--- src/hw/rtl/sdg_pkg.sv ---
// ----------------------------------------------------------------------------
// sdg_pkg
// Shared types and constants of the stereo distance gain block.
// ----------------------------------------------------------------------------
package sdg_pkg;

	localparam int GAIN_W    = 16;
	localparam int HEAD_W    = 16;
	localparam int SCALE_W   = 16;
	localparam int CFG_IDX_W = 3;

	typedef logic [GAIN_W-1:0] gain_t;

	localparam gain_t GAIN_MAX = 16'hFFFF;
	localparam gain_t GAIN_ZERO = 16'h0000;

	// Distances are Q8.8; nothing closer than 1.0 is used.
	localparam int DIST_MIN = 256;

	// Register indexes of the configuration port.
	localparam logic [CFG_IDX_W-1:0] CFG_MODE   = 3'd0;
	localparam logic [CFG_IDX_W-1:0] CFG_UP     = 3'd1;
	localparam logic [CFG_IDX_W-1:0] CFG_FRONT  = 3'd2;
	localparam logic [CFG_IDX_W-1:0] CFG_LISTEN = 3'd3;
	localparam logic [CFG_IDX_W-1:0] CFG_SOURCE = 3'd4;
	localparam logic [CFG_IDX_W-1:0] CFG_HEAD   = 3'd5;
	localparam logic [CFG_IDX_W-1:0] CFG_SCALE  = 3'd6;

	// Spatial modes. Any other code behaves as absolute.
	localparam logic [1:0] MODE_ABS = 2'd0;
	localparam logic [1:0] MODE_REL = 2'd1;
	localparam logic [1:0] MODE_OFF = 2'd2;

endpackage

--- src/hw/rtl/sdg_scale_lane.sv ---
// ----------------------------------------------------------------------------
// sdg_scale_lane
// One channel: sample times gain, rounded and saturated.
// ----------------------------------------------------------------------------
module sdg_scale_lane #(
	parameter int SB = 16,
	parameter int GF = 12
) (
	input  logic [SB-1:0]   sample,
	input  sdg_pkg::gain_t  gain,
	output logic [SB-1:0]   result
);
	import sdg_pkg::*;

	localparam int QW = SB + GAIN_W + 2;

	localparam logic signed [QW-1:0] HI = {{(QW-SB+1){1'b0}}, {(SB-1){1'b1}}};
	localparam logic signed [QW-1:0] LO = {{(QW-SB+1){1'b1}}, {(SB-1){1'b0}}};
	localparam logic signed [QW-1:0] RND = QW'(1) << (GF - 1);

	logic signed [SB-1:0]     s;
	logic signed [GAIN_W:0]   g;
	logic signed [QW-1:0]     v;
	logic signed [QW-1:0]     q;

	always_comb begin
		s = sample;
		g = {1'b0, gain};
		v = QW'(s * g) + RND;
		// Arithmetic shift floors, which also covers the negative rounding.
		q = v >>> GF;
		if (q > HI) begin
			result = HI[SB-1:0];
		end else if (q < LO) begin
			result = LO[SB-1:0];
		end else begin
			result = q[SB-1:0];
		end
	end

endmodule
--- config.mk ---
export PLATFORM = sky130hd
export DESIGN_NAME = sdg_scale_lane
export DESIGN_NICKNAME = d
export VERILOG_FILES = /design/src/hw/rtl/sdg_pkg.sv /design/src/hw/rtl/sdg_scale_lane.sv
export SDC_FILE = /design/constraint.sdc
export NUM_CORES = 1
export LEC_CHECK = 0
export BUFFER_PORTS_ARGS = -buffer_cell sky130_fd_sc_hd__buf_2
export CELL_PAD_IN_SITES_DETAIL_PLACEMENT = 1
export CELL_PAD_IN_SITES_GLOBAL_PLACEMENT = 2
export CORE_AREA = 2 2 170 139
export DETAILED_ROUTE_END_ITERATION = 10
export DIE_AREA = 0 0 172 141
export GPL_TIMING_DRIVEN = 0
export PLACE_DENSITY = 0.89
export SLEW_MARGIN = 20
export SYNTH_ARGS = -nofsm -noshare
export SYNTH_HDL_FRONTEND = slang
export SYNTH_SLANG_ARGS = --single-unit
--- constraint.sdc ---
create_clock -name vclk -period 7.6
set_input_delay 0 -clock vclk [all_inputs]
set_output_delay 0 -clock vclk [all_outputs]
set_load 0.01 [all_outputs]
### Yosys cells after proc, flatten, opt, wreduce, memory -nomap -nowiden

Cells that the tools add are included.

| operators by class | value |
|---|---|
| equal/unequal tests | 0 |
| reduce and logical (&&, ||, !) cells | 0 |
| bitwise logic cells | 0 |
| magnitude comparators | 2 |
| multipliers | 1 |
| shift-type cells | 0 |
| divide/modulo/power cells | 0 |
| mux-type cells | 2 |
| $add $sub $neg | 1 |

Operators by type and width:

| kind | number |
|---|---|
| $add 33x13->34 const B | 1 |
| $mul 16x17->33 | 1 |
| $mux 16 | 2 |
| $gt 22x16->1 const B | 1 |
| $lt 22x16->1 const B | 1 |

| storage, ports and cells | value |
|---|---|
| register bits | 0 |
| logic and storage cells | 6 |
| bits in writable memories | 0 |
| memories kept | 0 |
| bits in latches | 0 |
| ROM bits | 0 |

### Longest topological paths before layout

| logic depth | value |
|---|---|
| depth in word-level cells | 5 |
| gate-level depth with buffers | 25 |

### Worst setup path after synthesis

Ideal clock, no wire load.

| timing | value |
|---|---|
| kind | input -> output |
| from | in gain[7] |
| to | out result[10] |
| path buffers | 3 |
| stages | 24 |
| arrival time | 5.931 ns |
| required time | 7.600 ns |
| slack | 1.669 ns |
| cell sequence | clkbuf_1 > nand2_1 > fa_1 > inv_1 > fa_1 > inv_1 > fa_1 > inv_1 > fa_1 > fa_1 > inv_1 > fa_1 > inv_1 > ha_1 > buf_2 > nand4_1 > or3_1 > a21o_1 > mux2i_1 > a211o_1 > nor4_2 > a41oi_2 > buf_6 > o21ai_2 |

| on the way | value |
|---|---|
| longest elaborated chain between the ends | 5 |

Ends and longest elaborated chain:

| item | line | text |
|---|---|---|
| start, declared | sdg_scale_lane.sv:10 | `input sdg_pkg::gain_t gain,` |
| $mul 16x17->33 (*) | sdg_scale_lane.sv:29 | `v = QW'(s * g) + RND;` |
| $add 33x13->34 (*) | sdg_scale_lane.sv:29 |  |
| $lt 22x16->1 | sdg_scale_lane.sv:34 | `end else if (q < LO) begin` |
| $mux 16 | sdg_scale_lane.sv:34 |  |
| $mux 16 (*) | sdg_scale_lane.sv:32 | `if (q > HI) begin` |
| end, declared | sdg_scale_lane.sv:11 | `output logic [SB-1:0] result` |

Mark *: on every way between the ends. The rest lies on a longest branch, timed or not.

### Final worst setup path

| timing | value |
|---|---|
| from | in sample[7] |
| to | out result[11] |

| on the way | value |
|---|---|
| longest elaborated chain between the ends | 5 |

Ends and longest elaborated chain:

| item | line | text |
|---|---|---|
| start, declared | sdg_scale_lane.sv:9 | `input logic [SB-1:0] sample,` |
| $mul 16x17->33 (*) | sdg_scale_lane.sv:29 |  |
| $add 33x13->34 (*) | sdg_scale_lane.sv:29 |  |
| $lt 22x16->1 | sdg_scale_lane.sv:34 |  |
| $mux 16 | sdg_scale_lane.sv:34 |  |
| $mux 16 (*) | sdg_scale_lane.sv:32 |  |

Marked as above.

==> run metrics <==
status=finished clean; die footprint=0.0243 mm2; largest net degree at the start of global routing=11; post-DR wirelength/cell=18.2 um; Post-CTS Setup Bufs=0; CTS hold repair buffers=0; I/O pins=48; Layout Nets=1454; slowest library cell on the worst path=fa_1; Yosys cell types=54; RSZ-0062 raised after global routing=no; Seq cells=0; register area share after synthesis=0; Tcrit/Tclk final=0.941; max incr delay on CP=0.56 ns; Die X=172 um; Detail Route Antenna Nets=0; Slew @ Worst Pin=0.742 ns; synthesized net count=1404; Fmax achieved=140 MHz; max_cap viols=0; Hold Vio Cnt, Final=0; Area Growth Syn to Fin=6.94%; first-pass GRT wire length=41400 um; Starting Density=0.399; crit path max fanout=10; drc violations=0; Initial DRC Count=291; Cells after Synth=1058; wirelength, routed=25700 um; vias per inst=5.07; crit end category=output pin; Die Y=141 um; Buffers on Ports=48; Setup CP Type=input pin to output pin; dpl cells=1418; FP Rows=50; post_cts resized=0; GRT Residual Overflow=0; Non-Filler Instances=1418; iteration count of the initial detailed-routing pass=5; Ys Warns=0; dpl hpwl=23100 um; Max Transition Viols Final=0; Worst setup SP type=input pin; Syn Std Cell Area=0.00909 mm2; core footprint=0.0228 mm2; Fillers=2842; vias in the first global route=7965; Setup TNS Final=0 ns; Relative slew margins=0.493; gpl congestion=0.866; initial antenna violation count=0; syn avg cell area=8.59 um2; Total GRT Usage=0.221; share of layout cells above drive strength 1=0.0778; worst hold path type=input pin to output pin; Worst Path Arrival=7.15 ns; fin crit period=7.15 ns; register area=0 um2; Worst Path Required=7.60 ns; most used cell, CP=fa_1; via count=7189; Multi-input gate area=0.00799 mm2; Clock buffer cells=0; ant diodes=0; final setup vio count=0
[stage by stage]
step           area [um2]   util  hold slack [ns]  setup slack, ns
2_1_floorplan        9090      -            0.555             1.67
3_3_place_gp         9720  0.427            0.959            0.538
3_5_place_dp         9720  0.427            0.956            0.434
4_1_cts              9720  0.427            0.959            0.419
5_1_grt              9720  0.427             1.05           0.0344
6_report             9720  0.427            0.948            0.449
[final cells by class]
type,count,share of cell area
plain buffers,42,0.0193
inverters,244,0.0942
multi-input cells,772,0.822
well taps,312,0.0401
repair buffers,48,0.0247
[cell usage after synthesis (all sizes together) (7+ instances only)]
cell type | count | area (um2)
nor2 | 29 | 109
buf | 9 | 63.8
fa | 194 | 3880
a21oi | 30 | 173
inv | 244 | 916
and2 | 120 | 751
nand2b | 7 | 43.8
o21ai | 37 | 226
clkbuf | 33 | 124
nand4 | 11 | 68.8
a21o | 7 | 52.6
ha | 120 | 1500
xnor2 | 10 | 87.6
xor2 | 9 | 86.3
nand3 | 7 | 35.0
nand2 | 144 | 543
[routing by layer]
layer,part of all wire,GRT usage,up-vias
li1,-,-,3303
met5,0,0,-
met1,0.46,0.313,3697
met3,0.041,0.0146,30
met4,0.017,0.0301,0
met2,0.49,0.380,159
[cell usage in the layout (no fill, tap or decap), drive strengths merged, types with 2 or more instances in the layout]
cell and count:
xor2 9, nor4b 2, a21o 7, o21a 3, nor4 2, a211oi 4
and3 3, o211ai 3, fa 194, a21oi 30, xnor2 10, nor2b 2
nor3 4, nand2 144, and2 120, clkbuf 33, inv 244, or3 4
nand4 11, buf 57, ha 120, o21ai 37, nand2b 7, a211o 3
nand3 7, nor2 29
[final timing paths]
path,startpoint,endpoint,slack (ns),cells past startpoint
max,sample[7],result[11],0.45,26
min,sample[0],result[1],0.95,8
[kinds of logic after synthesis]
group	after synthesis	share of synthesized area
multiplexers	1	0.00110
AO/OA/AOI/OAI	101	0.0789
AND/OR/NAND/NOR	337	0.187
buffers and inverters	286	0.121
adder cells (fa/ha/maj)	314	0.592
XOR/XNOR	19	0.0191
[worst max-delay path, delay by kind of cell]
family	cells	cell delay, ns
AO/OA/AOI/OAI	3	0.69
adder cells (fa/ha/maj)	7	3.45
buffers and inverters	10	1.55
AND/OR/NAND/NOR	6	1.44
Power is not shown: default switching activity piles up to over one toggle a cycle in this logic, so the estimate is an artifact.
