File: src/hw/rtl/sdg_isqrt.sv
// ----------------------------------------------------------------------------
// sdg_isqrt
// Integer square root, two radicand bits per cycle, floor result.
// ----------------------------------------------------------------------------
module sdg_isqrt #(
	parameter int IW = 50
) (
	input  logic                      clk,
	input  logic                      arst_n,
	input  logic                      start,
	input  logic [IW-1:0]             radicand,
	output logic                      done,
	output logic [(IW+IW%2)/2-1:0]    root
);
	localparam int PW    = IW + IW % 2;
	localparam int RW    = PW / 2;
	localparam int CNT_W = $clog2(RW + 1);

	logic [PW-1:0]    val_q;
	logic [RW:0]      rem_q;
	logic [RW-1:0]    root_q;
	logic [CNT_W-1:0] cnt_q;
	logic             run_q;
	logic             done_q;

	logic [RW+2:0] rem_sh;
	logic [RW+2:0] trial;
	logic          fits;
	logic [RW+2:0] rem_next;

	always_comb begin
		rem_sh   = {rem_q, val_q[PW-1 -: 2]};
		trial    = {1'b0, root_q, 2'b01};
		fits     = rem_sh >= trial;
		rem_next = fits ? rem_sh - trial : rem_sh;
	end

	always_ff @(posedge clk or negedge arst_n) begin
		if (!arst_n) begin
			run_q  <= 1'b0;
			done_q <= 1'b0;
			cnt_q  <= '0;
		end else begin
			done_q <= 1'b0;
			if (start) begin
				run_q  <= 1'b1;
				cnt_q  <= CNT_W'(RW);
			end else if (run_q) begin
				cnt_q <= cnt_q - 1'b1;
				if (cnt_q == CNT_W'(1)) begin
					run_q  <= 1'b0;
					done_q <= 1'b1;
				end
			end
		end
	end

	always_ff @(posedge clk) begin
		if (start) begin
			val_q  <= PW'(radicand);
			rem_q  <= '0;
			root_q <= '0;
		end else if (run_q) begin
			val_q  <= val_q << 2;
			rem_q  <= rem_next[RW:0];
			root_q <= {root_q[RW-2:0], fits};
		end
	end

	assign done = done_q;
	assign root = root_q;

endmodule

File: config.mk
export PLATFORM = sky130hd
export DESIGN_NAME = sdg_isqrt
export DESIGN_NICKNAME = d
export VERILOG_FILES = /design/src/hw/rtl/sdg_isqrt.sv
export SDC_FILE = /design/constraint.sdc
export NUM_CORES = 1
export LEC_CHECK = 0
export BUFFER_PORTS_ARGS = -buffer_cell sky130_fd_sc_hd__buf_2
export CAP_MARGIN = 25
export CORE_MARGIN = 3
export CORE_UTILIZATION = 58
export CTS_BUF_LIST = sky130_fd_sc_hd__clkbuf_4 sky130_fd_sc_hd__clkbuf_8 sky130_fd_sc_hd__clkbuf_16
export DETAILED_ROUTE_END_ITERATION = 16
export GPL_TIMING_DRIVEN = 1
export PLACE_DENSITY = 0.8
export SKIP_CTS_REPAIR_TIMING = 1
export SYNTH_ARGS = -nofsm -noshare
export SYNTH_HDL_FRONTEND = slang
export SYNTH_SLANG_ARGS = --single-unit
File: constraint.sdc
create_clock -name clk -period 3.3 [get_ports clk]
set_input_delay 0.165 -clock clk [delete_from_list [all_inputs] [get_ports clk]]
set_output_delay 0.165 -clock clk [all_outputs]
set_load 0.02 [all_outputs]
After elaboration in Yosys (flattened, before gate mapping)
Index checks and enable logic that the tools add are counted.
Widths: inputs -> output; s select.
{ "totals": {"out_inout_bits": 26, "reg_bits": 108} }
{ "op_classes": {"n_lt_le_gt_ge": 1, "n_mux": 11, "n_eq_ne": 1, "add_sub_neg": 2, "reduce_logical": 1} }
{ "op_table": {"columns": ["operator", "n"], "rows": [
  ["$mux 50", 2],
  ["$ge 28x27->1", 1],
  ["$mux 26", 1],
  ["$sub 26x26->26", 1],
  ["$mux 5", 2],
  ["$mux 1", 6],
  ["$eq 5x1->1 const B", 1],
  ["$sub 5x1->5 const B", 1],
  ["$reduce_bool 2->1", 1]
]} }

Logic depth before layout (Yosys ltp)
{ "depth": {"depth_word": 4, "depth_mapped": 12, "ltp_nobuf": 9} }

Worst setup path after synthesis
No wires, ideal clock.
{ "synth_timing": {"path_type": "register -> register", "from": "reg root_q[16], in the netlist root[16]", "to": "reg rem_q[5]", "stages_incl_launch_ff": 11, "period_less_slack_ns": 2.530, "t_arrival_ns": 2.439, "path_buffers": 1, "setup_ns": 0.091, "slack_ns": 0.770, "path_cell_list": "dfxtp_1 -> inv_1 -> ha_1 -> buf_4 -> and4_1 -> and4_4 -> o21ai_2 -> o21a_4 -> a21o_4 -> or3_1 -> a311oi_1"} }
{ "synth_via": {"elab_chain_len": 2} }
{ "synth_rtl": {"columns": ["item", "line", "text"], "rows": [
  ["start, declared", "21", "logic [RW-1:0] root_q;"],
  ["start signal, assigned", "66", "root_q <= {root_q[RW-2:0], fits};"],
  ["$ge 28x27->1", "34", "fits = rem_sh >= trial;"],
  ["$mux 26", "35", "rem_next = fits ? rem_sh - trial : rem_sh;"],
  ["end signal, assigned", "65", "rem_q <= rem_next[RW:0];"],
  ["end, declared", "20", "logic [RW:0] rem_q;"]
]} }
Every way passes these cells.
A chain may end at the register's enable or synchronous reset.

Worst setup path in the final report
{ "layout_timing": {"from": "reg root_q[16], in the netlist root[16]", "to": "reg rem_q[8]"} }
Same word-level chain as after synthesis.

==> summary.md <==
| Metric | Value |
|---|---|
| Status | finished, final reports clean |
| Top_reg_cell synth | dfxtp_1 |
| Slew margin rel. | ~58% |
| Clk_lat worst skew | approximately 0.38 ns |
| Final ANT Viol Nets | 0 |
| Vias in the first global route | approximately 4.2k |
| Clock sink count | between 100 and 150 |
| NetSw | about 2.1 mW |
| Cell with the most instances after synthesis | nor2_1 |
| Core Area | ~10000 µm² |
| Most used routing layer | met2 |
| Post-synth ARST share | 6.481% |
| Drt wl/cell | between 15 and 20 µm |
| Global route overflow | 0 |
| Syn_nets | 654 |
| Clock Path Buffers | 2 |
| Fmax | 364.1 MHz |
| Crit Path Class | reg -> reg |
| GR Util met1 | between 20% and 30% |
| Global placer's final weighted congestion | 0.9033 |
| Leakage | between 2 and 3 nW |
| R2r setup slk | about 0.55 ns |
| Fin crit share | ~83% |
| Hold Worst Slack | approximately 0.056 ns |
| CP endpoint kind | flop |
| Comb pwr share | between 50 and 60% |
| Min-Delay Path Depth | 2 |
| Syn avg cell area | between 10 and 15 µm² |
| Layout area overhead | 10.87% |
| Port buffer count | about 80 |
| Least-Margin Pin Slew | about 0.63 ns |
| Starting Density | 60.45% |
| Clock transition at path regs | 0.11 ns |
| Int Pwr | 3.012 mW |
| Largest cells by area after synthesis | edfxtp_1 (25%), dfxtp_1 (17%), mux2_2 (9.1%) |
| Layout Nets | 720 |
| Crit path largest cell delay | between 0.4 and 0.5 ns |
| Die Span Y | 107.4 µm |
| Cell variety after synth | 66 |
| # IOs | between 70 and 80 |
| Sequential element share of the synthesized area | approximately 45% |
| WL final | 11860 µm |
| Die area | roughly 12000 µm² |
| GR Util met2 | between 30% and 40% |
| Vias/cell | 5.756 |
| Post-synth EDFFs | 50 |
| Ordered cell list for the critical path | inv_1 > ha_1 > and4_1 > and3_1 > a22oi_1 > and3_2 > a21o_4 > or3_1 > a311oi_1 |
| Diodes inserted | 0 |
| Largest net degree at the start of global routing | 57 |
| Clk root buf | clkbuf_8 |
| Power Density | around 770 nW/µm² |
| Fin Clk Skew | roughly 0.011 ns |
| First-pass GRT wire length | just under 20000 µm |
| WP buf/inv | 1 |
| Post-synth top area cell | edfxtp_1 |
| Initial antenna violation count | 0 |
| Gr usage total | 20.98% |
| Slew Limit Fails | 0 |
| H-tree depth | 3 |
| RSZ-0062 raised after global routing | false |
| Max-cap viol count | 0 |
| Drt first pass iters | 4 |
| Die Wd | about 110 µm |
| VDD IR max | between 300 and 400 µV |
| Depth of the worst register-to-register path | 9 |
| CTS tree | yes |
| Starting DRT DRC Count | 260 |
| #FFs+latches synth | 108 |
| Switching share of power | 40.74% |
| Tightest Hold Check Type | in -> reg |
| Instance count on the critical path | 9 |
| Routed via count | roughly 4.5k |
| M3 GR Usage | under 10% |
| # fillers | slightly below 800 |
| Final Hold Violating Endpoints | 0 |
| Setup TNS | 0 ns |
| YS warnings | 0 |
| CP max FO | 36 |
| Family with the most delay on the worst path | simple AND/OR/NAND/NOR gates |
| Crit path max-delay cell type | ha_1 |
| Cell area after synthesis | approximately 6000 µm² |
| Share of cells above drive strength 1 | 25.97% |
| Dpl hpwl | 8305 µm |
| Total CTS buffers | 9 |
| Top-area cell type share of the netlist area | between 20% and 30% |
| Critical Path AT | 3.04 ns |
| Post-synth top cells | nor2_1 (58), dfxtp_1 (51), edfxtp_1 (50), mux2_2 (48), inv_1 (36) |
| Clock group share of total power | roughly 15% |
| # rows | 36 |
| Critical path launch point type | flop |
| Syn Inst Count | approximately 570 |
| Post-route DRC violation count | 0 |
| Required @ worst endpoint | 3.59 ns |
| Minimum clock period | between 2 and 3 ns |
| Sequential Power Share | between 30% and 40% |
| Setup-failing EPs final | 0 |
registers in the layout, indices dropped and copies added, names as in the netlist:
register / count
val_q: 50
rem_q: 26
root: 25
cnt_q: 5
done: 1
run_q: 1
cell usage in the layout (no fill, tap or decap), types with 10 or more instances in the layout:
cell type / n
buf_2: 77
nor2_1: 58
dfxtp_1: 51
edfxtp_1: 50
mux2_2: 48
inv_1: 36
nand2_1: 33
a21oi_1: 31
ha_1: 29
mux2i_1: 25
a311oi_1: 17
a21o_1: 12
nand3_1: 11
a211oi_1: 10
final timing paths:
kind	from	to
max	root[16]	rem_q[8]
min	radicand[1]	val_q[1]
max reg2reg	root[16]	rem_q[8]
min reg2reg	rem_q[1]	rem_q[1]
max in group asynchronous	arst_n	run_q
min in group asynchronous	arst_n	cnt_q[0]
metal layers:
| layer | vias up | wire length [µm] | share of wire [%] |
|---|---|---|---|
| met4 | 0 | 184 | 1.6 |
| met3 | 21 | 569 | 4.8 |
| met2 | 101 | 5787 | 49 |
| met5 | - | 0 | 0 |
| met1 | 2120 | 5315 | 45 |
| li1 | 2225 | - | - |
logic make-up after synthesis:
group,count (synthesis),share of synthesized area (%)
buffers and inverters,65,4.637
XOR/XNOR,14,2.056
AND/OR/NAND/NOR,159,13.34
AO/OA/AOI/OAI,123,15.19
flip-flops,108,45.24
multiplexers,74,13.45
adder cells (fa/ha/maj),29,6.085
per-stage QoR:
step	setup slack (ns)	instance area, µm²	instances	power (mW)	utilization, %
2_1_floorplan	0.7699	5963	572	3.889	-
3_3_place_gp	0.6694	6420	759	4.225	65.08
3_5_place_dp	0.5747	6420	759	4.306	65.08
4_1_cts	0.5691	6601	775	5.081	66.92
5_1_grt	0.3424	6611	776	5.484	67.02
6_report	0.5535	6611	776	5.083	67.02
area by class of cell:
| type | instances | area, µm² | share of cell area (%) |
|---|---|---|---|
| multi-input combinational | 399 | 2989 | 45.21 |
| inverter | 36 | 135.1 | 2.044 |
| timing repair buffer | 84 | 440.4 | 6.662 |
| clock buffer | 9 | 123.9 | 1.874 |
| sequential | 108 | 2699 | 40.82 |
| tap | 133 | 166.4 | 2.517 |
| clock inverter | 7 | 57.56 | 0.8706 |
power by group through the flow:
| stage | Sequential [mW] | Clock [mW] | Combinational (mW) |
|---|---|---|---|
| CTS | 1.72 | 0.787 | 2.57 |
| detailed placement | 1.75 | 0 | 2.56 |
| floorplan | 1.72 | 0 | 2.16 |
| finish | 1.72 | 0.764 | 2.59 |
| global route | 1.75 | 0.822 | 2.92 |
| global placement | 1.74 | 0 | 2.48 |
worst register-to-register path: stages (launching register included):
cell      delay [ns]
dfxtp_1         0.38
inv_1           0.06
ha_1            0.42
and4_1          0.29
and3_1          0.17
a22oi_1         0.07
and3_2          0.26
a21o_4          0.35
or3_1           0.40
a311oi_1        0.26
Power figures use the tool's default switching activity.
