## config.mk

```make
export PLATFORM = sky130hd
export DESIGN_NAME = sdg_divu
export DESIGN_NICKNAME = d
export VERILOG_FILES = /design/src/hw/rtl/sdg_divu.sv
export SDC_FILE = /design/constraint.sdc
export NUM_CORES = 1
export LEC_CHECK = 0
export ABC_CLOCK_PERIOD_IN_PS = 3650
export BUFFER_PORTS_ARGS = -buffer_cell sky130_fd_sc_hd__clkbuf_2
export CORE_MARGIN = 5
export CORE_UTILIZATION = 29
export CTS_CLUSTER_DIAMETER = 120
export DETAILED_ROUTE_END_ITERATION = 6
export PLACE_DENSITY_LB_ADDON = 0.08
export SLEW_MARGIN = 15
export SYNTH_ARGS = -nofsm -noshare
export SYNTH_HDL_FRONTEND = slang
export SYNTH_SLANG_ARGS = --single-unit
export TNS_END_PERCENT = 20
```

## constraint.sdc

```tcl
create_clock -name clk -period 3.65 [get_ports clk]
set_clock_uncertainty 0.15 [all_clocks]
set_input_delay 0.365 -clock clk [delete_from_list [all_inputs] [get_ports clk]]
set_output_delay 0.365 -clock clk [all_outputs]
set_load 0.02 [all_outputs]
```

## src/hw/rtl/sdg_divu.sv

```systemverilog
// ----------------------------------------------------------------------------
// sdg_divu
// Unsigned restoring divider, one quotient bit per cycle.
// ----------------------------------------------------------------------------
module sdg_divu #(
	parameter int NW = 40,
	parameter int DW = 32
) (
	input  logic          clk,
	input  logic          arst_n,
	input  logic          start,
	input  logic [NW-1:0] num,
	input  logic [DW-1:0] den,
	output logic          done,
	output logic [NW-1:0] quot
);
	localparam int CNT_W = $clog2(NW + 1);

	logic [NW-1:0]    num_q;
	logic [DW-1:0]    rem_q;
	logic [DW-1:0]    den_q;
	logic [CNT_W-1:0] cnt_q;
	logic             run_q;
	logic             done_q;

	logic [DW:0] rem_sh;
	logic        fits;
	logic [DW:0] rem_next;

	always_comb begin
		rem_sh   = {rem_q, num_q[NW-1]};
		fits     = rem_sh >= {1'b0, den_q};
		rem_next = fits ? rem_sh - {1'b0, den_q} : rem_sh;
	end

	always_ff @(posedge clk or negedge arst_n) begin
		if (!arst_n) begin
			run_q  <= 1'b0;
			done_q <= 1'b0;
			cnt_q  <= '0;
		end else begin
			done_q <= 1'b0;
			if (start) begin
				run_q <= 1'b1;
				cnt_q <= CNT_W'(NW);
			end else if (run_q) begin
				cnt_q <= cnt_q - 1'b1;
				if (cnt_q == CNT_W'(1)) begin
					run_q  <= 1'b0;
					done_q <= 1'b1;
				end
			end
		end
	end

	// The quotient bits shift in where the dividend bits leave.
	always_ff @(posedge clk) begin
		if (start) begin
			num_q <= num;
			den_q <= den;
			rem_q <= '0;
		end else if (run_q) begin
			num_q <= {num_q[NW-2:0], fits};
			rem_q <= rem_next[DW-1:0];
		end
	end

	assign done = done_q;
	assign quot = num_q;

endmodule

```

# Word-level counts from Yosys, hierarchy flattened
# Cells that the tools add are included.
# Widths: inputs -> output; s select.
[classes] add_sub_neg=2 multipliers=0 div_mod_pow=0 order_cmp=1 n_eq_ne=1 shifts=0 mux=11 n_bitwise=0 n_reduce_logical=1
[ops] op="$mux 40" n=2
[ops] op="$ge 33x32->1" n=1
[ops] op="$mux 32" n=1
[ops] op="$sub 32x32->32" n=1
[ops] op="$mux 6" n=2
[ops] op="$eq 6x1->1 const B" n=1
[ops] op="$mux 1" n=6
[ops] op="$sub 6x1->6 const B" n=1
[ops] op="$reduce_bool 2->1" n=1
[word_totals] regBits=112 latchBits=0 ram_bits=0 mem_bits_ro=0 in_bits=75 out_inout_bits=41 memories=0

# Depth between registers and ports, before layout
[depth] ltp_word=4 depth_mapped=13 depth_no_buf=12

# Least setup slack after synthesis
# OpenSTA, ideal clock, no wires.
[synth_timing] kind="register -> register" start="reg num_q[39] (netlist: quot[39])" end="reg rem_q[30]" setup_time_ps=91 arrival_ps=2777 t_required_ps=3409 setup_slack_ps=632 path_stages_with_launch=13 cell_sequence="edfxtp_1 -> inv_1 -> ha_1 -> fa_1 -> nor2b_1 -> o21bai_1 -> a31oi_1 -> o31a_2 -> o2111ai_1 -> a211oi_1 -> mux2i_1 -> o21ai_1 -> a311oi_1"
[synth_via] elab_chain_cells=2
[synth_lines] element="from (decl)" line="19" text="logic [NW-1:0] num_q;"
[synth_lines] element="from (signal assigned)" line="59" text="num_q <= num;"
[synth_lines] element="from (signal assigned)" line="63" text="num_q <= {num_q[NW-2:0], fits};"
[synth_lines] element="$sub 32x32->32 / $ge 33x32->1 (equally long branches)" line="33, 32"
[synth_lines] element="$mux 32 (*)" line="33" text="rem_next = fits ? rem_sh - {1'b0, den_q} : rem_sh;"
[synth_lines] element="to (signal assigned)" line="64" text="rem_q <= rem_next[DW-1:0];"
[synth_lines] element="to (decl)" line="20" text="logic [DW-1:0] rem_q;"
# Every way passes the cells marked *; elsewhere a longest branch is shown, timed or not.
# A chain may end at the register's enable or synchronous reset.

# Final worst setup path
[layout_timing] start="reg den_q[1]" end="reg rem_q[27]"
[layout_via] elab_chain_cells=2
[layout_lines] element="from (decl)" line="21" text="logic [DW-1:0] den_q;"
[layout_lines] element="from (signal assigned)" line="60" text="den_q <= den;"
[layout_lines] element="$sub 32x32->32 / $ge 33x32->1 (equally long branches)" line="33, 32"
[layout_lines] element="$mux 32 (*)" line="33"
# Marked as above.

==> run_results.csv <==
group,metric,value,unit
setup_path,critical_path_buf_inv_count,2,
cells_and_area,drive_above_1_share,0.271,
setup_path,crit_slowest_cell,"sky130_fd_sc_hd__edfxtp_1",
die,die_h,158,um
sta,worst_slew_margin_rel,0.429,
clocking,clkSinkCount,112,
cells_and_area,fillers,2229,
min_path,hp-class,"input port to register",
setup_path,crit_path_cell_trace,"inv_1, ha_1, nor2b_1, o2111ai_1, nand2_1, a31oi_2, o21ai_2, a21boi_0, buf_4, mux2_2, o31a_1, a211oi_1",
setup_path,criticalPathCategory,"register to register",
synth,syn-num-nets,736,
synth,yosys-top-cells-area,"sky130_fd_sc_hd__edfxtp_1 (34%), sky130_fd_sc_hd__dfxtp_1 (10%), sky130_fd_sc_hd__mux2_2 (7.2%)",
flow_run,max-cap-violations,0,
cells_and_area,area_delta_synth_final,19.2,%
setup_path,cp_top_family,"compound AO/OA/AOI/OAI gates",
synth,most_common_flop_cell_mapped_by_yosys,"sky130_fd_sc_hd__edfxtp_1",
run_status,status,"finished clean",
setup_path,critical_path_arrival,3.38,ns
synth,synth.top_cells.by_count,"sky130_fd_sc_hd__edfxtp_1 (72), sky130_fd_sc_hd__nand2_1 (72), sky130_fd_sc_hd__nor2_1 (55), sky130_fd_sc_hd__inv_1 (43), sky130_fd_sc_hd__mux2_2 (41)",
sta,hold_violations,0,
global_routing,grt_start_max_net_pins,66,
global_routing,grt-ovfl-total,0,
die,floorplan.die.width,158,um
cells_and_area,finalInstanceArea,7600,um2
synth,synth-seq-cells,112,
drt,detail_route.vias_per_cell,4.81,
pwr,vdd_ir_drop_max,0.295,mV
drt,firstDrtPassIters,4,
die,full_die_area,25100,um2
clocking,cts_htree_levels,3,
cells_and_area,diodes,0,
sta,holdWs,0.0194,ns
setup_path,rr_worst_depth,12,
drt,drt-met1-wl,7110,um
drt,route.top_layer_used,"met4",
pwr,clkPwrFrac,0.208,
pwr,p_int,0.00305,W
setup_path,reg2reg_setup_slack,0.40,ns
global_routing,global_route_wire_length_before_repair,25900,um
setup_path,worstSetupEndpointType,"register",
synth,yosys_warnings,0,
synth,synth_top_area_cell,"sky130_fd_sc_hd__edfxtp_1",
clocking,path_clk_slew,0.09,ns
place,post_dp_cell_area,7250,um2
global_routing,first_global_vias,5090,
synth,synth-seq-area-share,0.470,
pwr,total_leakage_power,3.28,nW
sta,slew_at_the_pin_closest_to_its_max_slew_limit,0.857,ns
setup_path,worstReg2RegEnd,"rem_q[27]",
setup_path,worst_r2r_startpoint,"den_q[1]",
sta,max_clock_freq,308,MHz
setup_path,critical_path.max_stage_delay,0.42,ns
synth,synthesized_area_per_cell,10.2,um2
place,io_buffer_count,115,
cells_and_area,fin_nets,840,
die,fp.coreArea,21800,um2
place,place_congestion,0.811,
pwr,switching_power,0.00203,W
place,detailed_place_hpwl,11700,um
sta,finalSetupTns,0,ns
drt,average_detailed_routed_wire_length_per_instance,15.3,um
sta,final_max_slew_viol_count,0,
drt,num_vias,4879,
clocking,cts_made_buffers,9,
clocking,insertion_delay_of_the_later_clocked_pin_in_the_worst_skew_pair,0.37,ns
setup_path,timing.critical_path.from_type,"register",
min_path,worst_hold_path_startpoint,"den[3]",
global_routing,grt_antenna_before_repair,0,
die,start_util,0.293,
sta,unrepaired_setup_endpoints_after_global_routing,"false",
synth,post_synth_edffs,72,
drt,dr.first_iter.drc_count,199,
pwr,share_seq_of_total_power,0.348,
synth,synth_top_cell_area_share,0.339,
clocking,tritoncts,"built",
min_path,hold_depth,1,
sta,setup_failing_eps_final,0,
pwr,power.switching_fraction,0.400,
synth,yosys.cell_types.count,65,
drt,met3WireLength,1180,um
setup_path,worstPathMaxFanout,4,
drt,total_routed_length,15600,um
pwr,powerDensity,668,nW/um2
synth,mappedNetlistArea,6380,um2
drt,remaining_drc_errors,0,
clocking,clk_path_buf_depth,2,
synth,ys_async_sr_fraction,0.0714,
pwr,power.combinational.fraction,0.444,
drt,routed-wl-met2,7100,um
die,rows,54,
drt,ant_nets,0,
setup_path,cp_data_required_time,3.79,ns
die,ios,116,
min_path,min_delay_worst_endpoint,"den_q[3]",
synth,postSynthCellCount,626,
clocking,root_buffer,"sky130_fd_sc_hd__clkbuf_16",
global_routing,groute.usage.overall,0.128,
sta,period_minus_slack,3.25,ns
sta,final_min_period_over_clock_period,0.890,
## per-layer routing
metal  vias up  track usage
li1       2475            -
met1      2282        0.163
met2       113        0.209
met3         9       0.0454
met4         0       0.0329
met5         -            0
## cell families after synthesis
group	synth area share
DFF	0.470
and+or+nand+nor	0.134
buffers and inverters	0.0494
xor gates and xnor gates	0.0384
AOI/OAI and AO/OA	0.160
adders and majority gates	0.0698
muxes	0.0786
## power groups by stage
stage	clock [W]	combinational (W)	sequential (W)
after floorplan	0	0.00163	0.00183
after global placement	0	0.00229	0.00180
after detailed placement	0	0.00228	0.00179
after CTS	0.00111	0.00229	0.00177
after global routing	0.00114	0.00254	0.00181
final	0.00106	0.00225	0.00177
## layout by cell type (no fill, tap or decap), types with 4 or more instances in the layout
| master | instances |
|---|---|
| sky130_fd_sc_hd__buf_4 | 11 |
| sky130_fd_sc_hd__xnor2_1 | 18 |
| sky130_fd_sc_hd__nand4_1 | 10 |
| sky130_fd_sc_hd__nand3_1 | 7 |
| sky130_fd_sc_hd__dfxtp_1 | 32 |
| sky130_fd_sc_hd__inv_1 | 43 |
| sky130_fd_sc_hd__nand2_1 | 72 |
| sky130_fd_sc_hd__edfxtp_1 | 72 |
| sky130_fd_sc_hd__ha_1 | 34 |
| sky130_fd_sc_hd__nand2b_1 | 7 |
| sky130_fd_sc_hd__nor2_1 | 55 |
| sky130_fd_sc_hd__nor3_1 | 5 |
| sky130_fd_sc_hd__mux2i_1 | 4 |
| sky130_fd_sc_hd__a21oi_1 | 33 |
| sky130_fd_sc_hd__clkbuf_2 | 114 |
| sky130_fd_sc_hd__o21ai_0 | 22 |
| sky130_fd_sc_hd__mux2_2 | 41 |
| sky130_fd_sc_hd__o211ai_1 | 4 |
| sky130_fd_sc_hd__xor2_1 | 10 |
| sky130_fd_sc_hd__and3_1 | 5 |
| sky130_fd_sc_hd__a21o_1 | 11 |
| sky130_fd_sc_hd__o21bai_1 | 5 |
| sky130_fd_sc_hd__nor2b_1 | 5 |
| sky130_fd_sc_hd__clkbuf_16 | 9 |
| sky130_fd_sc_hd__a311oi_1 | 23 |
| sky130_fd_sc_hd__a211oi_1 | 8 |
| sky130_fd_sc_hd__dfrtp_1 | 7 |
## registers in the layout, summed over array words and instances (netlist names)
| name | flops |
|---|---|
| cnt_q | 6 |
| den_q | 32 |
| done | 1 |
| quot | 40 |
| rem_q | 32 |
| run_q | 1 |
## worst max-delay path by stage
stage	slack (ns)	to	depth (start not counted)	start
2_1_floorplan	0.63	rem_q[30]	12	quot[39]
3_3_place_gp	0.42	rem_q[27]	12	den_q[1]
3_5_place_dp	0.36	rem_q[30]	12	quot[39]
4_1_cts	0.33	rem_q[30]	12	quot[39]
5_1_grt	0.14	rem_q[30]	12	quot[39]
6_report	0.40	rem_q[27]	12	den_q[1]
## final cells by class
type,instances,area (um2),share of cell area
Clock buffer,9,225,0.0296
Clock inverter,7,96.3,0.0127
Inverter,43,161,0.0212
Multi-Input combinational cell,435,3060,0.403
Sequential cell,112,3000,0.395
Tap cell,280,350,0.0461
Timing Repair Buffer,129,703,0.0925
## through the flow
stage	utilization	cells	total power (W)	setup WS, ns
after floorplan	-	626	0.00346	0.632
after global placement	0.333	996	0.00409	0.422
after detailed placement	0.333	996	0.00407	0.364
after CTS	0.350	1015	0.00517	0.328
after global routing	0.350	1015	0.00549	0.137
final	0.350	1015	0.00508	0.403
## what timing repair did
| item | in CTS | in global routing |
|---|---|---|
| gates resized for setup | 0 | 0 |
| hold buffers | 3 | 0 |
| setup buffers | 0 | 0 |
| hold endpoints to repair | 10 | 0 |
Note: power is estimated with default switching activity, not from simulation.
