$ cat src/hw/rtl/sdg_pkg.sv
// ----------------------------------------------------------------------------
// sdg_pkg
// Shared types and constants of the stereo distance gain block.
// ----------------------------------------------------------------------------
package sdg_pkg;

	localparam int GAIN_W    = 16;
	localparam int HEAD_W    = 16;
	localparam int SCALE_W   = 16;
	localparam int CFG_IDX_W = 3;

	typedef logic [GAIN_W-1:0] gain_t;

	localparam gain_t GAIN_MAX = 16'hFFFF;
	localparam gain_t GAIN_ZERO = 16'h0000;

	// Distances are Q8.8; nothing closer than 1.0 is used.
	localparam int DIST_MIN = 256;

	// Register indexes of the configuration port.
	localparam logic [CFG_IDX_W-1:0] CFG_MODE   = 3'd0;
	localparam logic [CFG_IDX_W-1:0] CFG_UP     = 3'd1;
	localparam logic [CFG_IDX_W-1:0] CFG_FRONT  = 3'd2;
	localparam logic [CFG_IDX_W-1:0] CFG_LISTEN = 3'd3;
	localparam logic [CFG_IDX_W-1:0] CFG_SOURCE = 3'd4;
	localparam logic [CFG_IDX_W-1:0] CFG_HEAD   = 3'd5;
	localparam logic [CFG_IDX_W-1:0] CFG_SCALE  = 3'd6;

	// Spatial modes. Any other code behaves as absolute.
	localparam logic [1:0] MODE_ABS = 2'd0;
	localparam logic [1:0] MODE_REL = 2'd1;
	localparam logic [1:0] MODE_OFF = 2'd2;

endpackage

$ cat src/hw/rtl/sdg_isqrt.sv
// ----------------------------------------------------------------------------
// sdg_isqrt
// Integer square root, two radicand bits per cycle, floor result.
// ----------------------------------------------------------------------------
module sdg_isqrt #(
	parameter int IW = 50
) (
	input  logic                      clk,
	input  logic                      arst_n,
	input  logic                      start,
	input  logic [IW-1:0]             radicand,
	output logic                      done,
	output logic [(IW+IW%2)/2-1:0]    root
);
	localparam int PW    = IW + IW % 2;
	localparam int RW    = PW / 2;
	localparam int CNT_W = $clog2(RW + 1);

	logic [PW-1:0]    val_q;
	logic [RW:0]      rem_q;
	logic [RW-1:0]    root_q;
	logic [CNT_W-1:0] cnt_q;
	logic             run_q;
	logic             done_q;

	logic [RW+2:0] rem_sh;
	logic [RW+2:0] trial;
	logic          fits;
	logic [RW+2:0] rem_next;

	always_comb begin
		rem_sh   = {rem_q, val_q[PW-1 -: 2]};
		trial    = {1'b0, root_q, 2'b01};
		fits     = rem_sh >= trial;
		rem_next = fits ? rem_sh - trial : rem_sh;
	end

	always_ff @(posedge clk or negedge arst_n) begin
		if (!arst_n) begin
			run_q  <= 1'b0;
			done_q <= 1'b0;
			cnt_q  <= '0;
		end else begin
			done_q <= 1'b0;
			if (start) begin
				run_q  <= 1'b1;
				cnt_q  <= CNT_W'(RW);
			end else if (run_q) begin
				cnt_q <= cnt_q - 1'b1;
				if (cnt_q == CNT_W'(1)) begin
					run_q  <= 1'b0;
					done_q <= 1'b1;
				end
			end
		end
	end

	always_ff @(posedge clk) begin
		if (start) begin
			val_q  <= PW'(radicand);
			rem_q  <= '0;
			root_q <= '0;
		end else if (run_q) begin
			val_q  <= val_q << 2;
			rem_q  <= rem_next[RW:0];
			root_q <= {root_q[RW-2:0], fits};
		end
	end

	assign done = done_q;
	assign root = root_q;

endmodule

$ cat src/hw/rtl/sdg_divu.sv
// ----------------------------------------------------------------------------
// sdg_divu
// Unsigned restoring divider, one quotient bit per cycle.
// ----------------------------------------------------------------------------
module sdg_divu #(
	parameter int NW = 40,
	parameter int DW = 32
) (
	input  logic          clk,
	input  logic          arst_n,
	input  logic          start,
	input  logic [NW-1:0] num,
	input  logic [DW-1:0] den,
	output logic          done,
	output logic [NW-1:0] quot
);
	localparam int CNT_W = $clog2(NW + 1);

	logic [NW-1:0]    num_q;
	logic [DW-1:0]    rem_q;
	logic [DW-1:0]    den_q;
	logic [CNT_W-1:0] cnt_q;
	logic             run_q;
	logic             done_q;

	logic [DW:0] rem_sh;
	logic        fits;
	logic [DW:0] rem_next;

	always_comb begin
		rem_sh   = {rem_q, num_q[NW-1]};
		fits     = rem_sh >= {1'b0, den_q};
		rem_next = fits ? rem_sh - {1'b0, den_q} : rem_sh;
	end

	always_ff @(posedge clk or negedge arst_n) begin
		if (!arst_n) begin
			run_q  <= 1'b0;
			done_q <= 1'b0;
			cnt_q  <= '0;
		end else begin
			done_q <= 1'b0;
			if (start) begin
				run_q <= 1'b1;
				cnt_q <= CNT_W'(NW);
			end else if (run_q) begin
				cnt_q <= cnt_q - 1'b1;
				if (cnt_q == CNT_W'(1)) begin
					run_q  <= 1'b0;
					done_q <= 1'b1;
				end
			end
		end
	end

	// The quotient bits shift in where the dividend bits leave.
	always_ff @(posedge clk) begin
		if (start) begin
			num_q <= num;
			den_q <= den;
			rem_q <= '0;
		end else if (run_q) begin
			num_q <= {num_q[NW-2:0], fits};
			rem_q <= rem_next[DW-1:0];
		end
	end

	assign done = done_q;
	assign quot = num_q;

endmodule

$ cat src/hw/rtl/sdg_ear_lane.sv
// ----------------------------------------------------------------------------
// sdg_ear_lane
// One ear: distance to the source, clamp, and reciprocal gain.
// ----------------------------------------------------------------------------
module sdg_ear_lane #(
	parameter int EW = 18,
	parameter int CW = 16,
	parameter int GF = 12
) (
	input  logic                  clk,
	input  logic                  arst_n,
	input  logic                  start,
	input  logic [2:0][EW-1:0]    ear,
	input  logic [3*CW-1:0]       src,
	input  logic [15:0]           scale,
	output logic                  done,
	output sdg_pkg::gain_t        gain
);
	import sdg_pkg::*;

	localparam int DFW  = EW + 1;
	localparam int SQW  = 2 * DFW + 2;
	localparam int RTW  = (SQW + SQW % 2) / 2;
	localparam int PW   = RTW + SCALE_W;
	localparam int NUMW = ((PW > GF + 17) ? PW : GF + 17) + 1;

	typedef enum logic [2:0] {L_IDLE, L_SUM, L_ROOT, L_MUL, L_CHK, L_DIV} lstate_t;

	localparam logic [NUMW-1:0] UNIT = NUMW'(1) << (GF + 16);

	lstate_t         state_q;
	logic [1:0]      idx_q;
	logic [SQW-1:0]  acc_q;
	logic [RTW-1:0]  dist_q;
	logic [PW-1:0]   prod_q;
	logic            sqrt_go_q;
	logic            div_go_q;
	logic            done_q;
	gain_t           gain_q;

	logic signed [EW-1:0]  ear_c;
	logic signed [CW-1:0]  src_c;
	logic signed [DFW-1:0] diff;
	logic [DFW-1:0]        mag;
	logic [2*DFW-1:0]      sq;
	logic                  sqrt_done;
	logic [RTW-1:0]        root;
	logic                  div_done;
	logic [NUMW-1:0]       quot;
	logic [NUMW-1:0]       num;

	always_comb begin
		ear_c = ear[idx_q];
		src_c = src[idx_q*CW +: CW];
		diff  = DFW'(ear_c) - DFW'(src_c);
		mag   = diff[DFW-1] ? ~diff + 1'b1 : diff;
		sq    = mag * mag;
		num   = UNIT + NUMW'(prod_q >> 1);
	end

	sdg_isqrt #(.IW(SQW)) u_sqrt (
		.clk      (clk),
		.arst_n   (arst_n),
		.start    (sqrt_go_q),
		.radicand (acc_q),
		.done     (sqrt_done),
		.root     (root)
	);

	sdg_divu #(.NW(NUMW), .DW(PW)) u_div (
		.clk    (clk),
		.arst_n (arst_n),
		.start  (div_go_q),
		.num    (num),
		.den    (prod_q),
		.done   (div_done),
		.quot   (quot)
	);

	always_ff @(posedge clk or negedge arst_n) begin
		if (!arst_n) begin
			state_q   <= L_IDLE;
			idx_q     <= '0;
			sqrt_go_q <= 1'b0;
			div_go_q  <= 1'b0;
			done_q    <= 1'b0;
			gain_q    <= GAIN_ZERO;
			acc_q     <= '0;
			dist_q    <= '0;
			prod_q    <= '0;
		end else begin
			sqrt_go_q <= 1'b0;
			div_go_q  <= 1'b0;
			done_q    <= 1'b0;
			if (start) begin
				state_q <= L_SUM;
				idx_q   <= '0;
				acc_q   <= '0;
			end else begin
				unique case (state_q)
					L_IDLE: begin
					end
					L_SUM: begin
						acc_q <= acc_q + SQW'(sq);
						if (idx_q == 2'd2) begin
							sqrt_go_q <= 1'b1;
							state_q   <= L_ROOT;
						end else begin
							idx_q <= idx_q + 1'b1;
						end
					end
					L_ROOT: begin
						if (!sqrt_go_q && sqrt_done) begin
							dist_q  <= (root < RTW'(DIST_MIN)) ? RTW'(DIST_MIN) : root;
							state_q <= L_MUL;
						end
					end
					L_MUL: begin
						prod_q  <= dist_q * scale;
						state_q <= L_CHK;
					end
					L_CHK: begin
						// A zero distance factor gives the largest gain.
						if (prod_q == '0) begin
							gain_q  <= GAIN_MAX;
							done_q  <= 1'b1;
							state_q <= L_IDLE;
						end else begin
							div_go_q <= 1'b1;
							state_q  <= L_DIV;
						end
					end
					L_DIV: begin
						if (!div_go_q && div_done) begin
							gain_q  <= ((quot >> GAIN_W) != '0) ? GAIN_MAX : quot[GAIN_W-1:0];
							done_q  <= 1'b1;
							state_q <= L_IDLE;
						end
					end
					default: state_q <= L_IDLE;
				endcase
			end
		end
	end

	assign done = done_q;
	assign gain = gain_q;

endmodule

$ cat config.mk
export PLATFORM = sky130hd
export DESIGN_NAME = sdg_ear_lane
export DESIGN_NICKNAME = d
export VERILOG_FILES = /design/src/hw/rtl/sdg_pkg.sv /design/src/hw/rtl/sdg_isqrt.sv /design/src/hw/rtl/sdg_divu.sv /design/src/hw/rtl/sdg_ear_lane.sv
export SDC_FILE = /design/constraint.sdc
export NUM_CORES = 2
export LEC_CHECK = 0
export ABC_AREA = 1
export BUFFER_PORTS_ARGS = -buffer_cell sky130_fd_sc_hd__buf_2
export CORE_MARGIN = 4
export CORE_UTILIZATION = 30
export DETAILED_ROUTE_END_ITERATION = 6
export GPL_ROUTABILITY_DRIVEN = 0
export MAX_ROUTING_LAYER = met4
export PLACE_DENSITY_LB_ADDON = 0.3
export SYNTH_ARGS = -nofsm -noshare
export SYNTH_HDL_FRONTEND = slang
export SYNTH_HIERARCHICAL = 1
export SYNTH_SLANG_ARGS = --single-unit
$ cat constraint.sdc
create_clock -name clk -period 10.42 [get_ports clk]
set_clock_uncertainty 0.15 [all_clocks]
set_input_delay 2.084 -clock clk [delete_from_list [all_inputs] [get_ports clk]]
set_output_delay 2.084 -clock clk [all_outputs]
set_load 0.02 [all_outputs]
Word-level counts from Yosys, hierarchy flattened. Index checks and enable logic that the tools add are counted.

Add/sub/neg operators: 9. Multipliers: 2. Order comparisons: 4. Equal/unequal tests: 15. Shift-type cells: 1. Multiplexer cells: 51. Bitwise gates (word level): 2. Reduce and logical (&&, ||, !) cells: 16.

Operators by type and width (number): $mux W40 (4); $mux W37 (2); $mux W16 (3); $shiftx A48 B7 Y16 (1); $add A40 B38 Y40 (1); $mul A19 B19 Y38 (1); $ge A37 B36 Y1 (1); $reduce_bool A37 Y1 (1); $add A29 B35 Y36 const A (1); $bmux W18 S2 (1); $logic_not A36 Y1 (1); $mul A20 B16 Y36 (1); $mux W36 (1); $sub A36 B36 Y36 (1); $pmux W16 S2 (1); $ge A23 B22 Y1 (1); $mux W1 (21); $mux W21 (1); $sub A21 B21 Y21 (1); $lt A20 B9 Y1 const B (1); $mux W20 (1); $add A19 B1 Y19 const B (1); $mux W19 (1); $not A19 Y19 (1); 28 further kinds (50).

Register bits after elaboration: 325. Input bits: 121. Output and inout bits: 17. Logic and storage cells: 121.

Longest topological paths before layout.
Word-level depth: 10. Gate-level depth with buffers: 54. Depth with buffers taken out: 52.

Modules after synthesis. The synthesis kept the hierarchy.

Modules (own cells, without submodules): sdg_ear_lane (times used 1, cells each 3920, area each 29907.4 µm², sequential area each 3002.9 µm²); sdg_divu (times used 1, cells each 1089, area each 7781.2 µm², sequential area each 3113.0 µm²); sdg_isqrt (times used 1, cells each 685, area each 4976.0 µm², sequential area each 2197.1 µm²).

Worst setup path after synthesis. OpenSTA, ideal clock, no wires.

Path kind: input-to-reg. From: input ear[0] (netlist name). To: register acc_q[20]. Library setup time: 0.130 ns. Data arrival time: 9.750 ns. Data required time: 10.140 ns. Setup slack: 0.391 ns. Cell stages on the path: 42. Path buffers: 1. Cell sequence: o21ai_0 a2bb2oi_1 ha_1 inv_1 fa_1 inv_1 nand2_1 and2_1 nor2_1 nand3_1 nor2_2 nand3_2 nand2_1 nand3_1 nand2_2 inv_1 buf_6 nor2_1 (+6 left out) inv_1 fa_1 fa_1 fa_1 inv_1 fa_1 inv_1 ha_1 nand2_1 nor2_1 inv_1 nor2_1 inv_1 nor4_1 a21oi_1 or2_2 nand3_1 o21ai_0.

Longest elaborated chain between the ends: 10.

Ends and longest elaborated chain: start: declaration (RTL line sdg_ear_lane.sv:13) `input logic [2:0][EW-1:0] ear,`; $bmux W18 S2 * (RTL line sdg_ear_lane.sv:53) `ear_c = ear[idx_q];`; $mux W18 (implied by the code) * (RTL line sdg_ear_lane.sv:53); $sub A18 B16 Y19 * (RTL line sdg_ear_lane.sv:55) `diff = DFW'(ear_c) - DFW'(src_c);`; $not A19 Y19 (RTL line sdg_ear_lane.sv:56) `mag = diff[DFW-1] ? ~diff + 1'b1 : diff;`; $add A19 B1 Y19 (RTL line sdg_ear_lane.sv:56); $mux W19 * (RTL line sdg_ear_lane.sv:56); $mul A19 B19 Y38 * (RTL line sdg_ear_lane.sv:57) `sq = mag * mag;`; $add A40 B38 Y40 * (RTL line sdg_ear_lane.sv:104) `acc_q <= acc_q + SQW'(sq);`; $mux W40 * (RTL line sdg_ear_lane.sv:100) `unique case (state_q)`; $mux W40 * (RTL line sdg_ear_lane.sv:95) `if (start) begin`; end signal: assignment (RTL line sdg_ear_lane.sv:104); end: declaration (RTL line sdg_ear_lane.sv:33) `logic [SQW-1:0] acc_q;`.

Mark *: on every way between the ends. The rest lies on a longest branch, timed or not. The select of a mux whose other input is x is not followed. A chain may end at the register's enable or synchronous reset.

Final worst setup path.
From: input ear[18] (netlist name). To: register acc_q[28].

Same word-level chain as after synthesis.

==> results.txt <==
----------------------------------------------------
[Synth]
  Syn avg cell area ... 7.49 sq um
  Count of unique library cells instantiated by Yosys ... 62
  Portion of the post-synthesis area used by sequential elements ... 19.5%
  Commonest cells in the netlist ... 1526 x sky130_fd_sc_hd__nand2_1, 1284 x sky130_fd_sc_hd__inv_1, 535 x sky130_fd_sc_hd__fa_1
  Largest area contributor in the netlist ... sky130_fd_sc_hd__fa_1
  Number of flops mapped to enable cells by yosys ... 113
  Synthesis warning total ... 6
  Cell types with the largest area share after synthesis ... sky130_fd_sc_hd__fa_1 25%, sky130_fd_sc_hd__nand2_1 13%, sky130_fd_sc_hd__inv_1 11%, sky130_fd_sc_hd__ha_1 9.4%, sky130_fd_sc_hd__edfxtp_1 8.0%
  Flip-flop and latch count after synthesis ... 325
  Synthesized netlist cell count ... 5694
  Proportion of synthesized flip-flops having asynchronous set or reset ... 41.5%
  Primary flip-flop cell chosen by synthesis mapping ... sky130_fd_sc_hd__dfrtp_1
  Yosys top cell area share ... 25.1%
  Cell Area, Synth ... 0.0427 sq mm
  Count leader, synth ... sky130_fd_sc_hd__nand2_1

[Detailed routing]
  Initial DRC Count ... 2311
  Drc violations ... 0
  Wire length per cell ... 15.4 microns
  Number of vias in the routed layout ... 36500
  Final routed wirelength across all metal layers ... 122000 microns
  Detailed-routing iteration count for the pre-antenna-repair pass ... 6
  Detail-routed via count per cell ... 4.60
  ANT nets after route ... 0

[Setup path]
  Critical Setup Path Class ... input pin to flip-flop
  Arrival time reported for the critical path endpoint ... 10.29 ns
  CP required ... 10.71 ns
  CP max FO ... 6
  Most used cell along the critical path ... sky130_fd_sc_hd__fa_1
  Critical-path top delay cell ... sky130_fd_sc_hd__fa_1
  Highest cell delay on the worst timing path ... 0.56 ns
  Critical path startpoint category ... input pin
  Critical path endpoint category ... flip-flop

[Placed design]
  Port Buf Inserts ... 137
  Total placed cells including tap cells ... 7870
  DP HPWL ... 98100 microns
  Area after DPL ... 0.0474 sq mm

[STA]
  Max Clock Freq ... 100 MHz
  Transition at the pin with the smallest max-transition slack ... 1.06 ns
  Number of setup violations in the final report ... 0
  Worst slew margin ... 29.2%
  Setup repair after global routing missed its margin ... true
  Period utilisation layout ... 96.0%
  Final critical path time including I/O delays and setup ... 10.00 ns
  Final-report hold violation count ... 0
  Slew Limit Fails ... 0

[CTS]
  Clock input transition at the sequential cells of the worst setup and hold paths ... 0.06 ns
  Clock tree sinks ... 325
  Largest buffer count on any clock path ... 3
  Hold buffer count at cts ... 0
  Number of H-tree branching levels ... 2
  Root buffer cell ... sky130_fd_sc_hd__clkbuf_16
  Clock latency at the later pin of the worst-skew pair ... 0.58 ns
  Number of buffers added by the clock tree synthesis step ... 41
  Post-CTS setup buffer count ... 0
  # resized after CTS ... 0
  TritonCTS clock tree ... done

[Floorplanning]
  Vertical extent of the die ... 385 microns
  Chip Width ... 385 microns
  Initial core utilization ... 30.2%
  Number of top-level pins ... 138
  Number of rows in the core area ... 138
  Die outline area ... 0.148 sq mm
  Core region area ... 0.141 sq mm

[Final layout]
  Post-route cell area ... 0.0491 sq mm
  Layout cells sized above 1 ... 11.7%
  Area growth, synth to finish ... 15.1%
  Post-layout util ... 34.7%
  Number of filler instances in the final layout ... 15100
  Count of non-filler cells in the finished layout ... 7949
  Number of nets in the layout ... 7001

[GRT]
  Via count of the first global-routing pass ... 36500
  Number of antenna violations at the first check in global routing ... 3
  Maximum number of pins on one net before global-route repair ... 80
  Global Route Usage Sum ... 16.9%
  Remaining global-route overflow ... 0
  Global-route wire length before repair ... 196000 microns

[Worst hold path]
  Worst Hold Class ... flip-flop to flip-flop

[Job]
  Maximum capacitance violations ... 0

[Run status]
  Status ... finished, final reports clean

----------------------------------------------------
## metal layers
layer | track usage [%] | vias up | wire [microns]
li1 | - | 18000 | -
met1 | 23.7 | 17600 | 58200
met2 | 26.3 | 852 | 54500
met3 | 2.02 | 146 | 6970
met4 | 3.52 | 0 | 2560
met5 | - | - | 0
## stage by stage
step           hold WS, ns  setup WS, ns  setup TNS, ns
3_5_place_dp         0.302        -0.435          -5.09
2_1_floorplan        0.280         0.391              0
5_1_grt              0.326       -0.0436         -0.163
3_3_place_gp         0.297        -0.459          -4.35
4_1_cts              0.312         0.162              0
6_report             0.307         0.418              0
## final timing paths
check	from	endpoint	slack, ns	cells after the start
max in group asynchronous	arst_n	div_go_q	7.16	2
worst max register to register	idx_q[1]	acc_q[30]	0.90	45
worst min register to register	u_sqrt/rem_q[19]	u_sqrt/rem_q[19]	0.31	2
min in group asynchronous	arst_n	gain[7]	1.38	1
worst max-delay path	ear[18]	acc_q[28]	0.42	40
worst min-delay path	u_sqrt/rem_q[19]	u_sqrt/rem_q[19]	0.31	2
## layout by cell type, fill, tap and decap left out, drive strengths merged, types with 6 or more instances in the layout
cell type and instances:
nand2 1563, inv 1308, fa 535, buf 450, nor2 404, ha 322
nand3 289, o21ai 221, a21oi 180, dfrtp 135, edfxtp 113, dfxtp 77
nor3 59, clkbuf 58, nand4 38, xor2 36, xnor2 32, nor4 26
o22ai 24, nand3b 20, a31oi 20, o21bai 20, clkinv 17, a2bb2oi 16
conb 14, a21o 13, o31ai 10, or2 9, o211ai 6
## cell type report
class | count | area [sq um] | share of cell area [%]
Timing Repair Buffer | 450 | 3150 | 6.42
Clock inverter | 18 | 223 | 0.454
Sequential cell | 325 | 8310 | 16.9
Clock buffer | 58 | 1140 | 2.32
Antenna cell | 3 | 7.51 | 0.0153
Tap cell | 1890 | 2360 | 4.82
Inverter | 1312 | 4930 | 10.0
Multi-Input combinational cell | 3893 | 29000 | 59.0
## worst max-delay path, delay by kind of cell
kind	cells	cell delay (ns)
buffers and inverters	11	1.33
AND/OR/NAND/NOR	12	1.29
adder cells (fa/ha/maj)	11	4.62
AO/OA/AOI/OAI	6	0.93
## sequential cells by signal, indices dropped and copies added (netlist names)
register / cells
acc_q: 40
dist_q: 20
div_go_q: 1
done: 1
gain: 16
idx_q: 2
prod_q: 36
sqrt_go_q: 1
state_q: 3
u_div/cnt_q: 6
u_div/den_q: 36
u_div/done: 1
u_div/quot: 37
u_div/rem_q: 36
u_div/run_q: 1
u_sqrt/cnt_q: 5
u_sqrt/done: 1
u_sqrt/rem_q: 21
u_sqrt/root: 20
u_sqrt/run_q: 1
u_sqrt/val_q: 40
## logic make-up (layout without fill, tap and decap cells)
family | Yosys count | count (layout) | share of synthesized area (%)
and+or+nand+nor | 2419 | 2419 | 23.9
buffers and inverters | 1488 | 1838 | 13.5
adders and majority gates | 857 | 857 | 34.5
AOI/OAI and AO/OA | 535 | 535 | 7.09
DFF | 325 | 325 | 19.5
xor gates and xnor gates | 68 | 68 | 1.46
other | 2 | 17 | 0.0176
Power is not shown: default switching activity piles up to over one toggle a cycle in this logic, so the estimate is an artifact.
